==> src/rtl/knn_pkg.sv <==
// Shared types and constants for the k-nearest-neighbour mask block.
// Depends on nothing; every other file but knn_ram refers to it by scoped names.
package knn_pkg;

    // Field widths fixed by the stream and register definitions.
    localparam int COL_W      = 6;
    localparam int ROW_W      = 6;
    localparam int CNT_W      = 7;
    localparam int IN_DIST_W  = 32;
    localparam int MASK_W     = 64;
    localparam int APB_DATA_W = 32;
    localparam int APB_ADDR_W = 3;

    // Register word index, taken from paddr[2].
    localparam logic REG_NEIGHBOR_COUNT = 1'b0;
    localparam logic REG_NODE_COUNT     = 1'b1;

    // Register reset values.
    localparam logic [CNT_W-1:0] NEIGHBOR_COUNT_RST = 7'd8;
    localparam logic [CNT_W-1:0] NODE_COUNT_RST     = 7'd64;

    // Controller states.
    typedef enum logic [3:0] {
        ST_IDLE   = 4'b0001,
        ST_SWEEP  = 4'b0010,
        ST_DRAIN  = 4'b0100,
        ST_FINISH = 4'b1000
    } t_state;

    // Commands from the controller to the datapath.
    typedef struct packed {
        logic             wr_en;      // store the accepted distance
        logic             close;      // row closes: clear ranks, latch row
        logic             rd_en;      // broadcast read of one stored distance
        logic [COL_W-1:0] rd_addr;
        logic             load_out;   // capture row and mask into the output
    } t_dp_cmd;

endpackage

==> src/rtl/knn_ctrl.sv <==
// Controller: accepts distance beats, runs the ranking sweep when a row
// closes and hands the result to the output register. Depends on knn_pkg.
module knn_ctrl #(
    parameter int MAX_NODES = 64
) (
    input  logic                       i_clk,
    input  logic                       i_rst_n,
    input  logic                       i_in_valid,
    output logic                       o_in_ready,
    input  logic [knn_pkg::COL_W-1:0]  i_col,
    input  logic [knn_pkg::CNT_W-1:0]  i_nodes,
    output logic                       o_out_valid,
    input  logic                       i_out_ready,
    output knn_pkg::t_dp_cmd           o_cmd
);

    knn_pkg::t_state           r_state;
    knn_pkg::t_state           n_state;
    logic [knn_pkg::COL_W-1:0] r_addr;
    logic [knn_pkg::COL_W-1:0] n_addr;
    logic                      r_out_valid;
    logic                      n_out_valid;
    logic                      w_accept;
    logic                      w_col_ok;
    logic                      w_close;
    logic                      w_last;
    logic [knn_pkg::CNT_W-1:0] w_last_col;

    assign w_last_col = i_nodes - knn_pkg::CNT_W'(1);
    assign o_in_ready = (r_state == knn_pkg::ST_IDLE);
    assign w_accept   = i_in_valid && o_in_ready;
    assign w_col_ok   = {1'b0, i_col} < knn_pkg::CNT_W'(MAX_NODES);
    assign w_close    = w_accept && ({1'b0, i_col} == w_last_col);
    assign w_last     = ({1'b0, r_addr} == w_last_col);

    // Next state and datapath commands.
    always_comb begin
        n_state        = r_state;
        n_addr         = r_addr;
        o_cmd          = '0;
        o_cmd.wr_en    = w_accept && w_col_ok;
        o_cmd.close    = w_close;
        o_cmd.rd_addr  = r_addr;
        unique case (r_state)
            knn_pkg::ST_IDLE: begin
                if (w_close) begin
                    n_addr  = '0;
                    n_state = knn_pkg::ST_SWEEP;
                end
            end
            knn_pkg::ST_SWEEP: begin
                o_cmd.rd_en = 1'b1;
                if (w_last) begin
                    n_state = knn_pkg::ST_DRAIN;
                end else begin
                    n_addr = r_addr + knn_pkg::COL_W'(1);
                end
            end
            knn_pkg::ST_DRAIN: begin
                // The last broadcast distance is compared in this cycle.
                n_state = knn_pkg::ST_FINISH;
            end
            knn_pkg::ST_FINISH: begin
                if (!r_out_valid || i_out_ready) begin
                    o_cmd.load_out = 1'b1;
                    n_state        = knn_pkg::ST_IDLE;
                end
            end
            default: n_state = knn_pkg::ST_IDLE;
        endcase
    end

    // Output register valid flag.
    always_comb begin
        if (o_cmd.load_out) begin
            n_out_valid = 1'b1;
        end else if (i_out_ready) begin
            n_out_valid = 1'b0;
        end else begin
            n_out_valid = r_out_valid;
        end
    end

    always_ff @(posedge i_clk) begin
        if (!i_rst_n) begin
            r_state     <= knn_pkg::ST_IDLE;
            r_addr      <= '0;
            r_out_valid <= 1'b0;
        end else begin
            r_state     <= n_state;
            r_addr      <= n_addr;
            r_out_valid <= n_out_valid;
        end
    end

    assign o_out_valid = r_out_valid;

endmodule

==> config.mk <==
export PLATFORM = sky130hd
export DESIGN_NAME = knn_ctrl
export DESIGN_NICKNAME = d
export VERILOG_FILES = /design/src/rtl/knn_pkg.sv /design/src/rtl/knn_ctrl.sv
export SDC_FILE = /design/constraint.sdc
export NUM_CORES = 1
export LEC_CHECK = 0
export ABC_AREA = 1
export BUFFER_PORTS_ARGS = -buffer_cell sky130_fd_sc_hd__buf_4
export CORE_MARGIN = 1
export CORE_UTILIZATION = 55
export CTS_CLUSTER_SIZE = 14
export DETAILED_ROUTE_END_ITERATION = 12
export GPL_ROUTABILITY_DRIVEN = 0
export PLACE_DENSITY = 0.84
export SYNTH_ARGS = -nofsm -noshare
export SYNTH_HDL_FRONTEND = slang
export SYNTH_SLANG_ARGS = --single-unit
==> constraint.sdc <==
create_clock -name i_clk -period 3.2 [get_ports i_clk]
set_input_delay 0.64 -clock i_clk [delete_from_list [all_inputs] [get_ports i_clk]]
set_output_delay 0.64 -clock i_clk [all_outputs]
set_load 0.1 [all_outputs]
==> summary.txt, run 1 <==
Clocking
  • Max clock buf depth: 2
  • TritonCTS buffer count: 3
  • Post_cts resized: 0
  • Clock Latency Late Sink: 0.26 ns
  • Clock Sink Count: 11
  • Clk root buf: clkbuf_4
  • Clock-pin slew on the worst setup and hold paths: around 0.070 ns
  • H-tree levels: 1
  • CTS tree: built
  • Post-CTS Hold Fix Bufs: 0
  • Setup Fix Bufs, Post-CTS: 0

Timing
  • Clock Skew: 0.000827 ns
  • Slew Limit Fails: 0
  • Fmax: 351 MHz
  • WHS: 0.546 ns
  • RSZ-0062 raised after global routing: no
  • Relative slew slack: 73.4%
  • Part of the cycle the worst path needs: 88.9%
  • Slew @ Worst Pin: 0.394 ns
  • Hold violation total from the final report: 0
  • Fin crit period: 2.85 ns
  • Setup_tns: 0 ns
  • Final setup margin: 0.355 ns
  • Number of setup violations in the final report: 0

Outcome
  • Failing checks: DRC
  • Status: finished with violations

Pwr
  • Leak Pwr: 0.603 nW
  • Peak VDD IR: 0.000246 V
  • Sequential power share: 43.7%
  • PD cells: 252 mW/mm2
  • Clock power share: between 20% and 30%
  • Internal: 0.219 mW
  • Switching Fraction: about 31%
  • Gate power share: 26.6%
  • Switching pwr: 0.0964 mW
  • Overall Power: ~0.31 mW

Logic synthesis
  • Mapped Avg Cell Area: 6.07 um2
  • Post-Synthesis Net Count: 186
  • Sequential share of the synthesized area: between 20% and 30%
  • Ys Warns: 0
  • Post-synth top area share: 21.7%
  • Post-synth cell types: 24
  • Synth area leader: dfxtp_1
  • Largest family of logic cells by synthesized area: simple AND/OR/NAND/NOR gates
  • Post-synthesis adder-cell area fraction: 2.47%
  • Syn Inst Count: between 150 and 200
  • Seq cells post-synth: 11
  • XOR/XNOR share of the synthesized area: 5.19%
  • Mapped Area: 0.00101 mm2
  • Compound-Gate Fraction of Synth Area: 7.65%
  • Synth Area in Simple Gates: 48.5%
  • Multiplexer share of the synthesized area: 0%
  • Main area contributors after synthesis: dfxtp_1 (22%), nand2_1 (13%), nand3_1 (11%), inv_1 (11%), nor2_1 (7.4%)

Run
  • Max-cap viol count: 0

Floorplanning
  • Die area: 0.00202 mm2
  • Die span in y: ~45 um
  • Initial Util: approximately three fifths
  • Site Rows: 15
  • Area of the core: 0.00173 mm2
  • Die width: 44.9 um
  • Num ports: 29

Layout
  • Non-Filler Instances: 219
  • Register area: approximately 220 um2
  • P&R area growth vs syn: 23.1%
  • FILL cells: 160
  • # diodes: 0
  • Final Util: 72.2%
  • Layout net count: between 200 and 250
  • Post-route cell area: 0.00125 mm2
  • Footprint of the multi-input gates: 647 um2
  • Share of layout cells above drive strength 1: 23.7%

GRT
  • GRT Total Usage: 24.3%
  • Grt total ovfl: 0
  • First-pass GRT wire length: 3680 um
  • Initial antenna violation count: 0
  • Largest net degree at the start of global routing: 10
  • Vias in the first global route: 932

Route
  • Pre-antenna DRT Iters: 8
  • DRC: 2
  • DRT Wirelength: 2140 um
  • WL/cell: 9.77 um
  • ANT nets after route: 0
  • Vias post-DR: 1079
  • Initial DRC Count: 13
  • Avg Vias per Cell: 4.93

Critical path
  • Worst-path fanout max: 7
  • CP arrival: 2.21 ns
  • WP data required: roughly 2.6 ns
  • CP Capture Type: primary output
  • CP startpoint kind: input port
  • Critical path class: input port to primary output
  • Reg2reg setup slack: 1.66 ns

Place
  • Inst Count DP: 215
  • Pre-CTS WS: 0.345 ns
  • Port bufs: 28
  • Area after DPL: 0.00122 mm2
  • Final HPWL DP: 1850 um

Worst hold path
  • Worst Hold Class: flip-flop to flip-flop
worst max-delay path: stages:
cell	delay [ns]
buf_4	0.10
inv_2	0.06
ha_1	0.33
xnor2_1	0.14
nor2_1	0.08
o21ai_0	0.17
inv_1	0.09
nand4_1	0.07
nor2_1	0.10
nand3_1	0.09
inv_1	0.06
buf_4	0.28
synthesized netlist by cell type, drive strengths merged:
master / count
o311ai: 1
ha: 2
xnor2: 4
a21oi: 11
nand3b: 3
nand2: 40
buf: 4
o21ai: 2
xor2: 2
clkbuf: 1
nor3: 2
nor2: 25
dfxtp: 11
nand4: 4
inv: 30
nand3: 25
final cells by class:
cell class	instances	area share, %
repair buffers	28	16.9
clock buffers	4	2.11
well taps	25	2.51
inverters	30	9.03
multi-input cells	121	51.9
flip-flops and latches	11	17.7
per-layer routing:
metal / up-vias / part of all wire [%] / track usage, %
met5: - / 0 / 0
met3: 0 / 3.6 / 6.00
met4: 0 / 0 / 1.82
met2: 26 / 50 / 43.5
li1: 577 / - / -
met1: 476 / 46 / 30.5
state kept, by name, indices dropped and copies added, names as in the netlist:
name	count
r_state	4
o_out_valid	1
r_addr	6
final timing paths:
| path | start | end | cells after the start |
|---|---|---|---|
| min | r_addr[5] | r_addr[5] | 2 |
| min reg2reg | r_addr[5] | r_addr[5] | 2 |
| max | i_nodes[0] | o_cmd[8] | 12 |
| max reg2reg | r_state[2] | r_addr[5] | 7 |
power by group through the flow:
stage,clock (mW),combinational (mW),sequential [mW]
2_1_floorplan,0,0.0543,0.142
3_3_place_gp,0,0.0814,0.141
3_5_place_dp,0,0.0837,0.141
4_1_cts,0.0951,0.0839,0.138
5_1_grt,0.103,0.0935,0.138
6_report,0.0935,0.0838,0.138
logic make-up after synthesis:
kind of cell,Yosys count
AOI/OAI and AO/OA,14
buffers and inverters,35
adders and majority gates,2
DFF,11
and+or+nand+nor,99
xor gates and xnor gates,6
cells in the final DEF, fill, tap and decap left out, types with 4 or more instances in the layout:
cell,n
nand2_1,35
nor2_2,4
nor2_1,20
a21oi_1,11
buf_4,28
inv_1,29
nand3_1,23
xnor2_1,4
dfxtp_1,11
Power figures use the tool's default switching activity.
==> run 2: changes to the inputs <==
CORE_MARGIN = 2   (was 1)
CTS_CLUSTER_DIAMETER = 30   (was default)
==> run 2 against run 1 <==
Against the previous run: the run now ends clean; global-route usage down 0.71 points; clock power up 2%; combinational power up 0.7%; critical path depth unchanged; core utilization unchanged; via count up 4.7%; final area unchanged; hold slack worse by 0.016 ns; total power up 0.78%; die area up 9.1%; sequential share of layout area unchanged; flip-flop and latch count unchanged.
==> summary.txt, run 2 (synthesis gave the netlist of run 1 again) <==
Layout
  • Share of layout cells above drive strength 1: 23.7%
  • Leading cell type in the layout, fill and taps excluded: nand2_1
  • Top reg by flops: r_addr
  • Most frequent cells in the layout: nand2_1 (35), inv_1 (29), buf_4 (28), nand3_1 (23), nor2_1 (20)
  • Number of flip-flops in the largest register: 6
  • Non-Filler Instances: 219
  • # diodes: 0
  • Layout net count: ~210
  • Post-route cell area: 0.00125 mm2
  • P&R area growth vs syn: 23.1%

GRT
  • GRT Total Usage: 23.6%
  • Vias in the first global route: roughly 940
  • First-pass GRT wire length: 3730 um
  • Grt total ovfl: 0
  • Initial antenna violation count: 0
  • Largest net degree at the start of global routing: 10

Timing
  • Fmax: 351 MHz
  • Slew Limit Fails: 0
  • Clock Skew: around 0.0019 ns
  • Part of the cycle the worst path needs: 88.9%
  • Hold violation total from the final report: 0
  • Slew @ Worst Pin: 0.368 ns
  • Setup_tns: 0 ns
  • RSZ-0062 raised after global routing: no
  • Number of setup violations in the final report: 0
  • Fin crit period: 2.85 ns
  • Final setup margin: 0.355 ns
  • Relative slew slack: 75.2%

Floorplanning
  • Die span in y: 46.9 um
  • Num ports: 29
  • Area of the core: ~0.0017 mm2
  • Site Rows: 15
  • Die area: 0.00220 mm2
  • Die width: approximately 47 um
  • Initial Util: 58.7%

Route
  • Initial DRC Count: 25
  • Vias post-DR: 1130
  • WL/cell: around 11 um
  • DRC: 0
  • DRT Wirelength: 2320 um
  • ANT nets after route: 0
  • Avg Vias per Cell: 5.16
  • Pre-antenna DRT Iters: 4

Place
  • Final HPWL DP: 1980 um
  • Area after DPL: ~0.0012 mm2
  • Port bufs: 28
  • Inst Count DP: 215
  • Pre-CTS WS: 0.363 ns

Clocking
  • CTS tree: built
  • H-tree levels: 1
  • Clk root buf: clkbuf_4
  • Max clock buf depth: 2
  • Setup Fix Bufs, Post-CTS: 0
  • Post_cts resized: 0
  • Clock Sink Count: 11
  • Post-CTS Hold Fix Bufs: 0
  • TritonCTS buffer count: 3
  • Clock-pin slew on the worst setup and hold paths: 0.07 ns
  • Clock Latency Late Sink: approximately 0.27 ns

Critical path
  • CP Capture Type: primary output
  • Slowest stage delay, CP: approximately 0.33 ns
  • Crit path cell chain: buf_4, inv_2, ha_1, xnor2_1, nor2_1, o21ai_0, inv_1, nand4_1, nor2_1, nand3_1, inv_1, buf_4
  • Worst-path fanout max: 7
  • CP max stage cell: ha_1
  • WP data required: 2.56 ns
  • Critical path class: input port to primary output
  • CP arrival: 2.21 ns
  • CP startpoint kind: input port

Outcome
  • Status: complete, no violations

Pwr
  • Leak Pwr: 0.603 nW
  • PD cells: around 250 mW/mm2
  • Peak VDD IR: 0.000165 V
  • Overall Power: between 0.3 and 0.4 mW

Worst hold path
  • Worst Hold Class: flip-flop to flip-flop

Run
  • Max-cap viol count: 0
run 2: per-layer routing:
layer / global-route usage, % / vias to the layer above / routed length, um
li1: - / 583 / -
met4: 6.67 / 0 / 28
met3: 6.15 / 6 / 105
met1: 27.0 / 510 / 1010
met2: 43.0 / 31 / 1170
met5: 0 / - / 0
run 2: worst max-delay path, delay by kind of cell:
kind	cells	cell delay, ns
xor+xnor	1	0.14
fa+ha+maj	1	0.33
buf+inv	5	0.60
compound gates	1	0.15
simple gates	4	0.34
run 2: worst paths after layout:
path	startpoint	to	slack [ns]	cells past startpoint
hold reg to reg	r_addr[5]	r_addr[5]	0.53	2
setup reg to reg	r_state[2]	r_addr[1]	1.63	8
hold / removal	r_addr[5]	r_addr[5]	0.53	2
setup / recovery	i_nodes[0]	o_cmd[8]	0.35	12
run 2: through the flow:
step | util (%) | hold WS [ns]
after floorplan | - | 0.499
after global routing | 72.2 | 0.577
after detailed placement | 70.7 | 0.517
after CTS | 72.2 | 0.528
after global placement | 70.7 | 0.518
final | 72.2 | 0.530
run 2: area by class of cell:
class                           count  area (um2)
Timing Repair Buffer               28         210
Multi-Input combinational cell    121         647
Inverter                           30         113
Sequential cell                    11         220
Fill cell                         161         479
Clock buffer                        4        26.3
Tap cell                           25        31.3
run 2: where the power goes:
group	switching, mW	internal [mW]	leakage [nW]
registers	0.000455	0.137	0.0886
logic	0.0513	0.0331	0.499
clock network	0.0470	0.0483	0.0150
total	0.0988	0.219	0.603
==> run 3: changes to the inputs <==
==> constraint.sdc (replaced) <==
create_clock -name i_clk -period 3.2 [get_ports i_clk]
set_input_delay 0 -clock i_clk [delete_from_list [all_inputs] [get_ports i_clk]]
set_output_delay 0 -clock i_clk [all_outputs]
set_load 0.1 [all_outputs]
==> run 3 against run 2 <==
Against the previous run: largest power group unchanged; first-iteration DRC count fell by 4.0%; critical path depth fell by 4; die area unchanged; largest cell class unchanged.
==> summary.txt, run 3 (synthesis gave the netlist of run 1 again) <==
Route
  • DRT Wirelength: between 2000 and 2500 um
  • Vias post-DR: around 1.1k
  • Pre-antenna DRT Iters: 4
  • WL/cell: roughly 10 um
  • ANT nets after route: 0
  • Avg Vias per Cell: 5.07
  • DRC: 0
  • Initial DRC Count: 24

Pwr
  • Peak VDD IR: 0.000267 V
  • Overall Power: between 0.3 and 0.4 mW
  • Leak Pwr: ~0.61 nW
  • PD cells: 252 mW/mm2

Clocking
  • Clock Sink Count: 11
  • Post_cts resized: 0
  • Max clock buf depth: 2
  • H-tree levels: 1
  • Setup Fix Bufs, Post-CTS: 0
  • Clock-pin slew on the worst setup and hold paths: 0.07 ns
  • Post-CTS Hold Fix Bufs: 1
  • Clock Latency Late Sink: between 0.2 and 0.3 ns
  • TritonCTS buffer count: 3
  • CTS tree: built
  • Clk root buf: clkbuf_4

GRT
  • First-pass GRT wire length: 3410 um
  • Vias in the first global route: 877
  • Largest net degree at the start of global routing: 10
  • GRT Total Usage: 21.5%
  • Grt met1 use: 28.7%
  • Grt total ovfl: 0
  • Met3 Usage GRT: 5.77%
  • Initial antenna violation count: 0
  • GR Util met2: 35.3%
  • Most Crowded Layer GR: met2

Timing
  • Relative slew slack: 74.3%
  • WHS: 0.00921 ns
  • Clock Skew: 0.000888 ns
  • Hold violation total from the final report: 0
  • Number of setup violations in the final report: 0
  • Fmax: 545 MHz
  • Setup_tns: 0 ns
  • Slew @ Worst Pin: 0.381 ns
  • Final setup margin: 1.37 ns
  • Fin crit period: ~1.8 ns
  • RSZ-0062 raised after global routing: no
  • Slew Limit Fails: 0
  • Part of the cycle the worst path needs: ~57%

Layout
  • P&R area growth vs syn: 24.1%
  • Footprint of the multi-input gates: 647 um2
  • # diodes: 0
  • Number of flip-flops in the largest register: 6
  • Leading cell type in the layout, fill and taps excluded: nand2_1
  • Most frequent cells in the layout: nand2_1 (35), inv_1 (29), buf_4 (28), nand3_1 (23), nor2_1 (20)
  • FILL cells: between 150 and 200
  • Top reg by flops: r_addr
  • Layout net count: 215
  • Share of layout cells above drive strength 1: 23.6%
  • Register area: 220 um2

Outcome
  • Status: complete, no violations

Critical path
  • CP arrival: between 1.5 and 2 ns
  • Critical path class: flip-flop to primary output
  • Worst-path fanout max: 3
  • Reg2reg setup slack: ~1.7 ns
  • WP data required: 3.20 ns
  • CP startpoint kind: flip-flop
  • CP Capture Type: primary output

Floorplanning
  • Num ports: 29
  • Area of the core: 0.00173 mm2
  • Die width: between 40 and 50 um
  • Die area: 0.00220 mm2
  • Site Rows: 15
  • Die span in y: 46.9 um
  • Initial Util: between 50 and 60%

Worst hold path
  • Worst Hold Class: input port to flip-flop

Place
  • Final HPWL DP: roughly 1900 um
  • Pre-CTS WS: 1.56 ns
  • Port bufs: 28

Run
  • Max-cap viol count: 0
-- run 3: path summary, 6_finish.rpt --
| path | startpoint | to | depth (start not counted) |
|---|---|---|---|
| max reg2reg | r_state[2] | r_addr[1] | 8 |
| max | r_state[2] | o_cmd[8] | 8 |
| min reg2reg | r_addr[5] | r_addr[5] | 2 |
| min | i_out_ready | o_out_valid | 4 |
-- run 3: final cells by class --
type                       instances  area share (%)
multi-input combinational        121            51.4
sequential                        11            17.5
timing repair buffer              29            17.5
inverter                          30            8.96
tap                               25            2.49
clock buffer                       4            2.09
-- run 3: worst max-delay path, stage by stage (launching register included) --
cell	delay [ns]
dfxtp_1	0.33
nor2_1	0.14
nand3_1	0.13
nor2_1	0.30
nand4_1	0.13
nor2_1	0.10
nand3_1	0.09
inv_1	0.07
buf_4	0.28
-- run 3: stage by stage --
stage                     cells  util [%]  area (um2)
after floorplan             167         -        1010
after global placement      215      70.7        1220
after detailed placement    215      70.7        1220
after CTS                   220      72.8        1260
after global routing        220      72.8        1260
final                       220      72.8        1260
-- run 3: metal layers --
| metal | vias up | share of wire, % |
|---|---|---|
| met2 | 40 | 47 |
| met4 | 0 | 0 |
| met1 | 496 | 47 |
| met3 | 0 | 6.0 |
| met5 | - | 0 |
| li1 | 580 | - |
-- run 3: power breakdown --
group / switching, mW / internal, mW
registers: 0.000431 / 0.137
logic: 0.0508 / 0.0339
clock network: 0.0459 / 0.0483
